`config.mk`:
```
export PLATFORM = sky130hd
export DESIGN_NAME = buddy_block_allocator
export DESIGN_NICKNAME = d
export VERILOG_FILES = /design/src/bbal_pkg.sv /design/src/bbal_ram.sv /design/src/bbal_node_store.sv /design/src/bbal_seq.sv /design/src/buddy_block_allocator.sv
export SDC_FILE = /design/constraint.sdc
export NUM_CORES = 1
export LEC_CHECK = 0
export ABC_AREA = 1
export BUFFER_PORTS_ARGS = -buffer_cell sky130_fd_sc_hd__buf_2
export CAP_MARGIN = 20
export CORE_ASPECT_RATIO = 0.7
export CORE_UTILIZATION = 56
export CTS_CLUSTER_DIAMETER = 80
export CTS_CLUSTER_SIZE = 20
export DETAILED_ROUTE_END_ITERATION = 8
export GPL_TIMING_DRIVEN = 1
export PLACE_DENSITY = 0.75
export REMOVE_ABC_BUFFERS = 1
export SLEW_MARGIN = 20
export SYNTH_ARGS = -nofsm -noshare
export SYNTH_HDL_FRONTEND = slang
export SYNTH_HIERARCHICAL = 1
export SYNTH_SLANG_ARGS = --single-unit
```
`constraint.sdc`:
```
create_clock -name clk -period 4.8 [get_ports clk]
set_input_delay 0.24 -clock clk [delete_from_list [all_inputs] [get_ports clk]]
set_output_delay 0.24 -clock clk [all_outputs]
set_load 0.01 [all_outputs]
```
`src/bbal_pkg.sv`:
```
// Shared constants, types and index helpers for the buddy block allocator.
package bbal_pkg;

	// Arena and tree geometry
	localparam int LEAF_ORDER  = 4;
	localparam int ARENA_ORDER = 10;
	localparam int LEVELS      = ARENA_ORDER - LEAF_ORDER;
	localparam int NODES       = (2 << LEVELS) - 1;
	localparam int NODE_W      = $clog2(NODES + 1);
	localparam int NODE_XW     = NODE_W + 1;
	localparam int DEPTH_W     = $clog2(LEVELS + 2);
	localparam int ADDR_W      = ARENA_ORDER;
	localparam int REQ_W       = ARENA_ORDER + 1;
	localparam int STATUS_W    = 2;
	localparam int IN_TDATA_W  = ((REQ_W + ADDR_W + 7) / 8) * 8;
	localparam int OUT_TDATA_W = ((ADDR_W + STATUS_W + 7) / 8) * 8;

	// Request kind carried in s_tuser
	localparam logic MODE_ALLOC = 1'b0;
	localparam logic MODE_FREE  = 1'b1;

	typedef enum logic [STATUS_W-1:0] {
		ST_OK      = 2'd0,
		ST_NOSPACE = 2'd1,
		ST_BADFREE = 2'd2
	} status_t;

	typedef logic [NODE_W-1:0]  node_idx_t;
	typedef logic [DEPTH_W-1:0] depth_t;
	typedef logic [ADDR_W-1:0]  addr_t;
	typedef logic [REQ_W-1:0]   req_t;

	// Per-node state; a split node has both bits clear
	typedef struct packed {
		logic is_used;
		logic is_free;
	} node_st_t;

	localparam int NODE_ST_W = $bits(node_st_t);
	localparam node_st_t NODE_SPLIT = '{is_used: 1'b0, is_free: 1'b0};
	localparam node_st_t NODE_FREE  = '{is_used: 1'b0, is_free: 1'b1};
	localparam node_st_t NODE_USED  = '{is_used: 1'b1, is_free: 1'b0};

	// Node store access, one read and one write per cycle
	typedef struct packed {
		logic      re;
		node_idx_t raddr;
		logic      we;
		node_idx_t waddr;
		node_st_t  wdata;
	} mem_req_t;

	typedef struct packed {
		status_t status;
		addr_t   addr;
	} result_t;

	typedef struct packed {
		logic   too_big;
		depth_t depth;
	} depth_res_t;

	// Block size in bytes at tree depth d
	function automatic req_t blk_size(input depth_t d);
		blk_size = REQ_W'(1) << (ARENA_ORDER - int'(d));
	endfunction

	// First and last node index at depth d
	function automatic node_idx_t level_first(input depth_t d);
		logic [NODE_XW-1:0] t;
		t = (NODE_XW'(1) << d) - NODE_XW'(1);
		return t[NODE_W-1:0];
	endfunction

	function automatic node_idx_t level_last(input depth_t d);
		logic [NODE_XW-1:0] t;
		t = (NODE_XW'(2) << d) - NODE_XW'(2);
		return t[NODE_W-1:0];
	endfunction

	// Deepest level whose block still holds req bytes
	function automatic depth_res_t depth_for(input req_t req);
		depth_res_t r;
		r.too_big = 1'b1;
		r.depth   = '0;
		for (int d = 0; d <= LEVELS; d++) begin
			if (blk_size(DEPTH_W'(d)) >= req) begin
				r.too_big = 1'b0;
				r.depth   = DEPTH_W'(d);
			end
		end
		return r;
	endfunction

	// Node holding byte offset a at depth d
	function automatic node_idx_t node_of(input depth_t d, input addr_t a);
		addr_t k;
		k = a >> (ARENA_ORDER - int'(d));
		return level_first(d) + NODE_W'(k);
	endfunction

endpackage

```
`src/bbal_ram.sv`:
```
// Generic single-port-write, single-port-read RAM with registered read data.
module bbal_ram #(
	parameter int WIDTH = 8,
	parameter int DEPTH = 16
) (
	input  logic                                       clk,
	input  logic                                       we,
	input  logic [((DEPTH > 1) ? $clog2(DEPTH) : 1)-1:0] waddr,
	input  logic [WIDTH-1:0]                           wdata,
	input  logic                                       re,
	input  logic [((DEPTH > 1) ? $clog2(DEPTH) : 1)-1:0] raddr,
	output logic [WIDTH-1:0]                           rdata
);

	logic [WIDTH-1:0] mem [DEPTH];

	// write port
	always_ff @(posedge clk) begin
		if (we) begin
			mem[waddr] <= wdata;
		end
	end

	// registered read port
	always_ff @(posedge clk) begin
		if (re) begin
			rdata <= mem[raddr];
		end
	end

endmodule

```
`src/bbal_node_store.sv`:
```
// Node state store: RAM plus per-node valid bits that supply the reset state.
module bbal_node_store (
	input  logic                clk,
	input  logic                arst_n,
	input  bbal_pkg::mem_req_t  req,
	output bbal_pkg::node_st_t  rd_state
);

	logic [bbal_pkg::NODES-1:0]     vld_q;
	logic                           rd_vld_q;
	logic                           rd_root_q;
	logic [bbal_pkg::NODE_ST_W-1:0] ram_rdata;

	bbal_ram #(
		.WIDTH(bbal_pkg::NODE_ST_W),
		.DEPTH(bbal_pkg::NODES)
	) u_ram (
		.clk   (clk),
		.we    (req.we),
		.waddr (req.waddr),
		.wdata (req.wdata),
		.re    (req.re),
		.raddr (req.raddr),
		.rdata (ram_rdata)
	);

	// valid bit per node; unwritten nodes read as reset state
	always_ff @(posedge clk or negedge arst_n) begin
		if (!arst_n) begin
			vld_q     <= '0;
			rd_vld_q  <= 1'b0;
			rd_root_q <= 1'b0;
		end else begin
			if (req.we) begin
				vld_q[req.waddr] <= 1'b1;
			end
			if (req.re) begin
				rd_vld_q  <= vld_q[req.raddr];
				rd_root_q <= (req.raddr == '0);
			end
		end
	end

	// only the root is free out of reset
	assign rd_state = rd_vld_q ? bbal_pkg::node_st_t'(ram_rdata) :
		(rd_root_q ? bbal_pkg::NODE_FREE : bbal_pkg::NODE_SPLIT);

endmodule

```
`src/bbal_seq.sv`:
```
// Request sequencer: level scan, split and merge walks over the node store.
module bbal_seq (
	input  logic                clk,
	input  logic                arst_n,
	input  logic                in_valid,
	output logic                in_ready,
	input  logic                in_mode,
	input  bbal_pkg::req_t      in_req,
	input  bbal_pkg::addr_t     in_addr,
	output logic                res_valid,
	input  logic                res_ready,
	output bbal_pkg::result_t   res,
	output bbal_pkg::mem_req_t  mreq,
	input  bbal_pkg::node_st_t  rd_state
);

	typedef enum logic [8:0] {
		S_IDLE  = 9'b000000001,
		S_SCAN  = 9'b000000010,
		S_TAKE  = 9'b000000100,
		S_SPLIT = 9'b000001000,
		S_FCHK  = 9'b000010000,
		S_FEVAL = 9'b000100000,
		S_MEVAL = 9'b001000000,
		S_FEND  = 9'b010000000,
		S_DONE  = 9'b100000000
	} state_t;

	state_t                state_q;
	bbal_pkg::depth_t      d_q;
	bbal_pkg::addr_t       a_q;
	bbal_pkg::node_idx_t   cur_q;
	bbal_pkg::depth_t      lvl_q;
	bbal_pkg::addr_t       off_q;
	bbal_pkg::node_idx_t   scan_idx_q;
	bbal_pkg::depth_t      scan_lvl_q;
	logic                  scan_more_q;
	logic                  pend_q;
	bbal_pkg::node_idx_t   pend_idx_q;
	bbal_pkg::depth_t      pend_lvl_q;
	bbal_pkg::result_t     res_q;

	bbal_pkg::depth_res_t  dr;
	logic                  misaligned;
	logic                  found;
	bbal_pkg::depth_t      lvl_nxt;
	bbal_pkg::node_idx_t   parent_cur;

	// tree index helpers
	function automatic bbal_pkg::node_idx_t left_child(input bbal_pkg::node_idx_t n);
		return {n[bbal_pkg::NODE_W-2:0], 1'b1};
	endfunction

	function automatic bbal_pkg::node_idx_t right_child(input bbal_pkg::node_idx_t n);
		bbal_pkg::node_idx_t np1;
		np1 = n + bbal_pkg::NODE_W'(1);
		return {np1[bbal_pkg::NODE_W-2:0], 1'b0};
	endfunction

	function automatic bbal_pkg::node_idx_t parent_of(input bbal_pkg::node_idx_t n);
		bbal_pkg::node_idx_t nm1;
		nm1 = n - bbal_pkg::NODE_W'(1);
		return {1'b0, nm1[bbal_pkg::NODE_W-1:1]};
	endfunction

	function automatic bbal_pkg::node_idx_t buddy_of(input bbal_pkg::node_idx_t n);
		return n[0] ? (n + bbal_pkg::NODE_W'(1)) : (n - bbal_pkg::NODE_W'(1));
	endfunction

	// request decode
	always_comb begin
		dr         = bbal_pkg::depth_for(in_req);
		misaligned = (in_addr & bbal_pkg::ADDR_W'(bbal_pkg::blk_size(dr.depth) -
			bbal_pkg::REQ_W'(1))) != '0;
	end

	assign found      = pend_q && rd_state.is_free;
	assign lvl_nxt    = lvl_q + bbal_pkg::DEPTH_W'(1);
	assign parent_cur = parent_of(cur_q);
	assign in_ready   = (state_q == S_IDLE);
	assign res_valid  = (state_q == S_DONE);
	assign res        = res_q;

	// node store accesses per state
	always_comb begin
		mreq = '0;
		unique case (state_q)
			S_IDLE, S_DONE: begin
			end
			S_SCAN: begin
				if (!found && scan_more_q) begin
					mreq.re    = 1'b1;
					mreq.raddr = scan_idx_q;
				end
			end
			S_TAKE: begin
				mreq.we    = 1'b1;
				mreq.waddr = cur_q;
				mreq.wdata = (lvl_q == d_q) ? bbal_pkg::NODE_USED : bbal_pkg::NODE_SPLIT;
			end
			S_SPLIT: begin
				mreq.we    = 1'b1;
				mreq.waddr = left_child(cur_q);
				mreq.wdata = bbal_pkg::NODE_FREE;
			end
			S_FCHK: begin
				mreq.re    = 1'b1;
				mreq.raddr = cur_q;
			end
			S_FEVAL: begin
				if (rd_state.is_used) begin
					mreq.we    = 1'b1;
					mreq.waddr = cur_q;
					mreq.wdata = bbal_pkg::NODE_SPLIT;
					if (cur_q != '0) begin
						mreq.re    = 1'b1;
						mreq.raddr = buddy_of(cur_q);
					end
				end
			end
			S_MEVAL: begin
				if (rd_state.is_free) begin
					mreq.we    = 1'b1;
					mreq.waddr = buddy_of(cur_q);
					mreq.wdata = bbal_pkg::NODE_SPLIT;
					if (parent_cur != '0) begin
						mreq.re    = 1'b1;
						mreq.raddr = buddy_of(parent_cur);
					end
				end
			end
			S_FEND: begin
				mreq.we    = 1'b1;
				mreq.waddr = cur_q;
				mreq.wdata = bbal_pkg::NODE_FREE;
			end
			default: begin
			end
		endcase
	end

	// sequencer
	always_ff @(posedge clk or negedge arst_n) begin
		if (!arst_n) begin
			state_q     <= S_IDLE;
			scan_more_q <= 1'b0;
			pend_q      <= 1'b0;
		end else begin
			unique case (state_q)
				S_IDLE: begin
					if (in_valid) begin
						d_q <= dr.depth;
						a_q <= in_addr;
						if (in_mode == bbal_pkg::MODE_ALLOC) begin
							if (dr.too_big) begin
								res_q   <= '{status: bbal_pkg::ST_NOSPACE, addr: '0};
								state_q <= S_DONE;
							end else begin
								scan_lvl_q  <= dr.depth;
								scan_idx_q  <= bbal_pkg::level_first(dr.depth);
								scan_more_q <= 1'b1;
								pend_q      <= 1'b0;
								state_q     <= S_SCAN;
							end
						end else begin
							// an arena-sized address field cannot point past the arena
							if (dr.too_big || misaligned) begin
								res_q   <= '{status: bbal_pkg::ST_BADFREE, addr: '0};
								state_q <= S_DONE;
							end else begin
								cur_q   <= bbal_pkg::node_of(dr.depth, in_addr);
								state_q <= S_FCHK;
							end
						end
					end
				end

				// one read per cycle, smallest fitting level first, lowest address first
				S_SCAN: begin
					if (found) begin
						cur_q   <= pend_idx_q;
						lvl_q   <= pend_lvl_q;
						off_q   <= bbal_pkg::ADDR_W'(pend_idx_q -
							bbal_pkg::level_first(pend_lvl_q)) <<
							(bbal_pkg::ARENA_ORDER - int'(pend_lvl_q));
						state_q <= S_TAKE;
					end else if (scan_more_q) begin
						pend_q     <= 1'b1;
						pend_idx_q <= scan_idx_q;
						pend_lvl_q <= scan_lvl_q;
						if (scan_idx_q == bbal_pkg::level_last(scan_lvl_q)) begin
							if (scan_lvl_q == '0) begin
								scan_more_q <= 1'b0;
							end else begin
								scan_lvl_q <= scan_lvl_q - bbal_pkg::DEPTH_W'(1);
								scan_idx_q <= bbal_pkg::level_first(scan_lvl_q -
									bbal_pkg::DEPTH_W'(1));
							end
						end else begin
							scan_idx_q <= scan_idx_q + bbal_pkg::NODE_W'(1);
						end
					end else begin
						res_q   <= '{status: bbal_pkg::ST_NOSPACE, addr: '0};
						state_q <= S_DONE;
					end
				end

				// grant at target depth, otherwise mark split and descend
				S_TAKE: begin
					if (lvl_q == d_q) begin
						res_q   <= '{status: bbal_pkg::ST_OK, addr: off_q};
						state_q <= S_DONE;
					end else begin
						state_q <= S_SPLIT;
					end
				end

				// lower half stays free, walk into the upper half
				S_SPLIT: begin
					cur_q <= right_child(cur_q);
					lvl_q <= lvl_nxt;
					off_q <= off_q + bbal_pkg::ADDR_W'(bbal_pkg::blk_size(lvl_nxt));
					if (lvl_nxt == d_q) begin
						state_q <= S_TAKE;
					end
				end

				S_FCHK: begin
					state_q <= S_FEVAL;
				end

				// block must be granted at exactly this size
				S_FEVAL: begin
					if (!rd_state.is_used) begin
						res_q   <= '{status: bbal_pkg::ST_BADFREE, addr: '0};
						state_q <= S_DONE;
					end else if (cur_q == '0) begin
						state_q <= S_FEND;
					end else begin
						state_q <= S_MEVAL;
					end
				end

				// merge with free buddy, one level per cycle
				S_MEVAL: begin
					if (rd_state.is_free) begin
						cur_q <= parent_cur;
						if (parent_cur == '0) begin
							state_q <= S_FEND;
						end
					end else begin
						state_q <= S_FEND;
					end
				end

				S_FEND: begin
					res_q   <= '{status: bbal_pkg::ST_OK, addr: a_q};
					state_q <= S_DONE;
				end

				S_DONE: begin
					if (res_ready) begin
						state_q <= S_IDLE;
					end
				end

				default: begin
					state_q <= S_IDLE;
				end
			endcase
		end
	end

endmodule

```
`src/buddy_block_allocator.sv`:
```
// Buddy block allocator: top level with stream ports and output register.
//
// One request beat on the s_ side (s_tuser = allocate or free, s_tdata =
// size and address) yields exactly one result beat on the m_ side
// (m_tdata = granted address and status). Requests are handled one at a
// time: s_tready is high only while the sequencer is idle.
// Steps per request kind:
//   allocate: one node read per cycle, smallest fitting level first and
//     lowest address first; a larger free block is marked split and
//     walked down level by level, the lower half left free, to the target
//     depth; out of space when no node at or above that level is free.
//   free: the block must be granted at exactly this size; it then merges
//     with free buddies level by level, at most up to the root.
//   too large or misaligned: rejected without a node store access. The
//     node store's single read port sets the pace of these steps.
// Results sit in an output register, so a new request is taken while a
// result waits; when the receiver stalls with that register full, the next
// result waits in the sequencer and s_tready stays low.
// Reset (arst_n low) empties the arena to a single free block; no clearing
// pass is needed, per-node valid bits supply the reset state.
module buddy_block_allocator (
	input  logic                             clk,
	input  logic                             arst_n,
	input  logic                             s_tvalid,
	output logic                             s_tready,
	// [10:0] request_size, [20:11] block_address, rest zero
	input  logic [bbal_pkg::IN_TDATA_W-1:0]  s_tdata,
	// [0] mode
	input  logic [0:0]                       s_tuser,
	output logic                             m_tvalid,
	input  logic                             m_tready,
	// [9:0] granted_address, [11:10] status, rest zero
	output logic [bbal_pkg::OUT_TDATA_W-1:0] m_tdata
);

	bbal_pkg::mem_req_t  mreq;
	bbal_pkg::node_st_t  rd_state;
	bbal_pkg::result_t   res;
	bbal_pkg::result_t   out_q;
	logic                res_valid;
	logic                res_ready;
	logic                out_valid_q;

	bbal_seq u_seq (
		.clk       (clk),
		.arst_n    (arst_n),
		.in_valid  (s_tvalid),
		.in_ready  (s_tready),
		.in_mode   (s_tuser[0]),
		.in_req    (s_tdata[bbal_pkg::REQ_W-1:0]),
		.in_addr   (s_tdata[bbal_pkg::REQ_W +: bbal_pkg::ADDR_W]),
		.res_valid (res_valid),
		.res_ready (res_ready),
		.res       (res),
		.mreq      (mreq),
		.rd_state  (rd_state)
	);

	bbal_node_store u_store (
		.clk      (clk),
		.arst_n   (arst_n),
		.req      (mreq),
		.rd_state (rd_state)
	);

	// output register
	assign res_ready = !out_valid_q || m_tready;

	always_ff @(posedge clk or negedge arst_n) begin
		if (!arst_n) begin
			out_valid_q <= 1'b0;
		end else if (res_valid && res_ready) begin
			out_valid_q <= 1'b1;
		end else if (m_tready) begin
			out_valid_q <= 1'b0;
		end
	end

	always_ff @(posedge clk) begin
		if (res_valid && res_ready) begin
			out_q <= res;
		end
	end

	assign m_tvalid = out_valid_q;
	assign m_tdata  = bbal_pkg::OUT_TDATA_W'(out_q);

endmodule

```
==> impl_results.md, run 1 <==
* Outcome: finished clean
* Avg Vias per Cell at 5.857
* Least-Margin Pin Slew at 1094 ps
* Final worst path period share at 0.8671
* Top cell type's share of synthesized area at 0.4050
* Die Wd at 253.0 um
* PD cells at 317.8 nW/um2
* Initial Util at 0.5758
* TritonCTS Buffers at 27
* H-tree depth at 1
* Synth Instances at 2758
* Vias in the first global route at ~18k
* Max-slew headroom at 0.2687
* Synth Register Bits at 474
* P_leak at 11.02 nW
* Hold WC Path Type: primary input to register
* Initial DRC count at 2487
* Hold Vio Cnt, Final at 0
* Top cells by area, synth: edfxtp_1 40%, dfrtp_1 14%, nand2_1 11%
* Commonest non-fill, non-tap cells in the layout: 711 x nand2_1, 367 x nand3_1, 333 x edfxtp_1, 272 x inv_1, 241 x nor2_1
* Max clock buf depth at 3
* Average wire per standard cell at 18.86 um
* Largest area contributor in the netlist: edfxtp_1
* Max Cap Violations at 0
* CTS tree: built
* # diodes at 0
* Storage cell area at 13530 um2
* Post-synth EDFFs at 333
* Critical Path RT at 5050 ps
* Async S/R FF share, synth at 0.2975
* Final wirelength at 63660 um
* Root buf cell: clkbuf_16
* Detail Placement HPWL at 42480 um
* Overall Power at 8.363 mW
* Die height at 177.7 um
* Clock transition at path regs at 90 ps
* Clk sink count at 474
* Area grow syn2layout at 6.593%
* Peak supply drop at ~270 uV
* Row cnt at 63
* Number of synthesis warnings at 6
* Fmax at 240.3 MHz
* Die footprint at 44950 um2
* Mean Syn Cell Area at 8.953 um2
* Final Hold Slack at 81.84 ps
* Area of the multi-input gates at 9418 um2
* Routability-driven placement congestion ratio at ~1
* Gr usage total at 0.2842
* Core area at 42880 um2
* Ys flop type: edfxtp_1
* Grt ovf at 0
* DRC viols at 0
* Worst path arrival time at 4420 ps
* ANT nets after route at 0
* Unrepaired setup endpoints after global routing: no
* Post-CTS setup buffers at 0
* Final setup violation count at 0
* Final Util at 0.6138
* Commonest non-fill, non-tap cell in the layout: nand2_1
* Pre-CTS WS at 358.2 ps
* Detailed-route via count at 19.77k
* Final worst slack at around 640 ps
* Seq/Total Area, Yosys at 0.5479
* Resized Gates After CTS at 0
* Synth Cell Area at 24690 um2
* Post-route minimum period at 4162 ps
* Critical Path Fanout Max at 13
* Setup crit end kind: register
* Layout fillers at about 3.6k
* Final Non-Filler Cells at 3376
* Share of layout cells above drive strength 1 at 0.07166
* Synth cell types at 62
* Largest net degree at the start of global routing at 105
* First-pass GRT wire length at ~100000 um
* Clock Latency Late Sink at just under 600 ps
* Max Slew Vio Count at 0
* Count of input and output buffers at 39
* I/O pin cnt at 47
* Initial antenna violation count at 0
* Final net count at 2866
* CP startpoint kind: register
* Drt pass-1 iters at 8
* Dpl cells at 3318
* Skew final at 17.35 ps
* Path type of the worst setup path: register to register
flip-flops by register name, indices dropped and copies added, names as in the netlist, 2 cells and up:
signal               cells
u_seq/pend_lvl_q         3
u_store/u_ram/mem      254
u_seq/res               12
u_seq/state_q            9
u_seq/scan_idx_q         7
u_seq/a_q               10
u_store/u_ram/rdata      2
u_seq/lvl_q              3
m_tdata                 12
u_seq/d_q                3
u_seq/cur_q              7
u_seq/off_q             10
u_seq/scan_lvl_q         3
u_seq/pend_idx_q         7
u_store/vld_q          127
cells in the mapped netlist (22+ instances only):
cell        n
ha_1       58
a21oi_1    60
o211ai_1   22
nor3_1     26
clkbuf_1   36
nor2_1    243
buf_2      40
o21ai_0   168
inv_1     272
dfrtp_1   140
nand2_1   712
edfxtp_1  333
xor2_1     29
o21bai_1   22
nand3_1   367
metal layers:
layer	wire length (um)	vias to the layer above	share of wire	GRT usage
li1	-	9237	-	-
met1	28410	9454	0.45	0.4318
met2	27930	981	0.44	0.4312
met3	6035	101	0.095	0.04019
met4	1287	0	0.020	0.06515
met5	0	-	0	0
critical path, cell delays in order (launching register included):
cell      delay (ps)
dfrtp_1          430
inv_1             70
nand2_1          110
nor2_1           160
nand2_1          120
nor2_1           120
buf_4            220
nor2_1            70
nand2_1          140
inv_1            130
o221ai_1         710
inv_1            200
nor3_1           270
nand2_1          650
nor2_1           430
area by class of cell:
cell class,count,share of cell area
Multi-Input combinational cell,1874,0.3578
Timing Repair Buffer,98,0.02857
Tap cell,585,0.02781
Inverter,300,0.04331
Clock inverter,1,0.0003328
Sequential cell,474,0.5140
Clock buffer,44,0.02810
power breakdown:
| part | switching, mW | internal, mW |
|---|---|---|
| Sequential | 0.0926 | 4.50 |
| Clock | 1.29 | 1.06 |
| Combinational | 0.979 | 0.448 |
| Total | 2.36 | 6.00 |
through the flow:
stage / instance area, um2 / setup TNS (ps)
after global routing: 26320 / 0
after detailed placement: 25440 / 0
final: 26320 / 0
after global placement: 25440 / 0
after CTS: 26320 / 0
after floorplan: 24040 / -119870
kinds of logic after synthesis:
| group | synth area share |
|---|---|
| muxes | 0.001622 |
| adders and majority gates | 0.03263 |
| AOI/OAI and AO/OA | 0.08037 |
| xor gates and xnor gates | 0.01556 |
| buffers and inverters | 0.07312 |
| and+or+nand+nor | 0.2486 |
| DFF | 0.5479 |
| other | 0.0001519 |
final timing paths:
kind	from	endpoint	slack, ps	cells after the start
worst max-delay path	u_seq/state_q[1]	u_store/u_ram/mem[92][0]	640	14
worst min-delay path	s_tvalid	u_seq/state_q[0]	80	4
worst max register to register	u_seq/state_q[1]	u_store/u_ram/mem[92][0]	640	14
worst min register to register	u_seq/res[10]	m_tdata[10]	430	0
max in group asynchronous	arst_n	u_store/vld_q[41]	3440	3
min in group asynchronous	arst_n	u_store/vld_q[82]	160	2
repair_timing:
action                                  CTS  global route
endpoints found under the hold margin    52             0
hold buffers                             13             0
endpoints found under the setup margin    0             0
Note: power is estimated with default switching activity, not from simulation.
==> run 2, diff against run 1 <==
CORE_UTILIZATION = 55   (was 56)
PLACE_DENSITY = 0.74   (was 0.75)
==> impl_results.md, run 2 (same netlist as run 1, synthesis figures left out) <==
* Fmax at 235.7 MHz
* Biggest regs: u_store/u_ram/mem: 254 flops, u_store/vld_q: 127 flops
* Dpl cells at 3324
* # diodes at 0
* Peak supply drop at 286.3 uV
* Critical-path top delay cell: o221ai_1
* Max clock buf depth at 3
* Initial DRC count at 2316
* Clk sink count at 474
* First-pass GRT wire length at around 100000 um
* Worst-path cell chain: inv_1 -> nand2_1 -> nor2_1 -> nand2_1 -> nor2_1 -> buf_4 -> nor2_1 -> nand2_1 -> inv_1 -> o221ai_1 -> inv_1 -> nor3_1 -> nand2_1 -> nor2_1
* Post-route minimum period at 4242 ps
* DRC viols at 0
* Routability-driven placement congestion ratio at 0.9429
* Avg Vias per Cell at between 5 and 6
* Initial Util at 0.5616
* Detailed-route via count at 19.54k
* Max reg flops at 254
* Max Slew Vio Count at 0
* Worst path arrival time at 4500 ps
* Pre-CTS WS at slightly below 400 ps
* Crit path max-delay family: simple AND/OR/NAND/NOR gates
* Biggest register: u_store/u_ram/mem
* CP max stage delay at about 740 ps
* Max-slew headroom at 0.2690
* Final wirelength at 63190 um
* TritonCTS Buffers at 27
* Die footprint at 45760 um2
* Gr usage total at 0.2808
* Commonest non-fill, non-tap cell in the layout: nand2_1
* Unrepaired setup endpoints after global routing: no
* Commonest non-fill, non-tap cells in the layout: 711 x nand2_1, 367 x nand3_1, 333 x edfxtp_1, 272 x inv_1, 241 x nor2_1
* Clock transition at path regs at 90 ps
* CP startpoint kind: register
* Final worst slack at 557.9 ps
* Area grow syn2layout at 6.547%
* Hold Vio Cnt, Final at 0
* H-tree depth at 1
* Largest net degree at the start of global routing at 95
* CTS tree: built
* Detail Placement HPWL at 42450 um
* Count of input and output buffers at 39
* Drt pass-1 iters at 8
* ANT nets after route at 0
* Layout fillers at 3714
* Core area at 43960 um2
* Die height at 179.3 um
* Die Wd at 255.2 um
* Average wire per standard cell at 18.67 um
* Grt ovf at 0
* Vias in the first global route at ~18k
* Skew final at 28.38 ps
* CP bufs+invs at 4
* I/O pin cnt at 47
* Path type of the worst setup path: register to register
* Resized Gates After CTS at 0
* Initial antenna violation count at 0
* Setup crit end kind: register
* Outcome: finished clean
* Final setup violation count at 0
* Critical Path Fanout Max at 13
* PD cells at 318.5 nW/um2
* Least-Margin Pin Slew at 1093 ps
* Root buf cell: clkbuf_16
* Share of layout cells above drive strength 1 at 0.07097
* Critical Path RT at 5060 ps
* Row cnt at 64
* P_leak at 11.01 nW
* Clock Latency Late Sink at 600 ps
* Final worst path period share at 0.8838
* Final Non-Filler Cells at 3384
* Max Cap Violations at 0
* Overall Power at 8.379 mW
* Final net count at roughly 2.9k
* Hold WC Path Type: primary input to register
## run 2: changes by cell type in the layout (fill, tap and decap cells not counted), sizes merged
cell    change
inv         +1
clkbuf      +1
buf         -3
## run 2: metrics by stage
| step | cell area, um2 | TNS, ps | hold WS (ps) | util |
|---|---|---|---|---|
| floorplan | 24040 | -119870 | -55.59 | - |
| global placement | 25410 | 0 | 167.4 | 0.5781 |
| detailed placement | 25410 | 0 | 166.3 | 0.5781 |
| CTS | 26310 | 0 | 60.17 | 0.5984 |
| global route | 26310 | 0 | 90.06 | 0.5984 |
| finish | 26310 | 0 | 86.34 | 0.5984 |
## run 2: tightest hold or removal path: cells and delay by family
kind / cells / cell delay [ps]
AOI/OAI and AO/OA: 1 / 80
buffers and inverters: 1 / 130
and+or+nand+nor: 2 / 220
## run 2: metal layers
layer	vias to the layer above	global-route usage	part of all wire
met3	110	0.05372	0.11
li1	9223	-	-
met1	9216	0.4159	0.44
met5	-	0	0
met2	994	0.4244	0.44
met4	0	0.06861	0.021
## run 2: layout make-up
type,instances,area [um2],area share
inverters,300,1140,0.04333
well taps,594,743.2,0.02825
clock buffers,45,743.2,0.02825
repair buffers,95,716.9,0.02725
flip-flops and latches,474,13530,0.5143
clock inverters,2,17.52,0.0006658
multi-input cells,1874,9418,0.3580
## run 2: worst paths after layout
check | from | endpoint | slack (ps) | depth (start not counted)
min in group asynchronous | arst_n | u_store/vld_q[55] | 120 | 2
worst min-delay path | s_tvalid | u_seq/state_q[0] | 90 | 4
worst min register to register | u_seq/res[1] | m_tdata[1] | 420 | 0
worst max-delay path | u_seq/state_q[3] | u_store/u_ram/mem[5][1] | 560 | 14
worst max register to register | u_seq/state_q[3] | u_store/u_ram/mem[5][1] | 560 | 14
max in group asynchronous | arst_n | u_store/vld_q[83] | 3000 | 4
## run 2: power by group
group | leakage, nW | switching, mW | total [mW] | internal [mW]
clock | 0.363 | 1.29 | 2.35 | 1.06
combinational | 5.24 | 0.984 | 1.43 | 0.445
sequential | 5.41 | 0.0935 | 4.59 | 4.50
total | 11.0 | 2.37 | 8.38 | 6.01
## run 2: timing repair
action / CTS / global route
buffers inserted: 0 / 0
setup endpoints to repair: 0 / 0
hold buffers: 13 / 0
hold endpoints to repair: 45 / 0
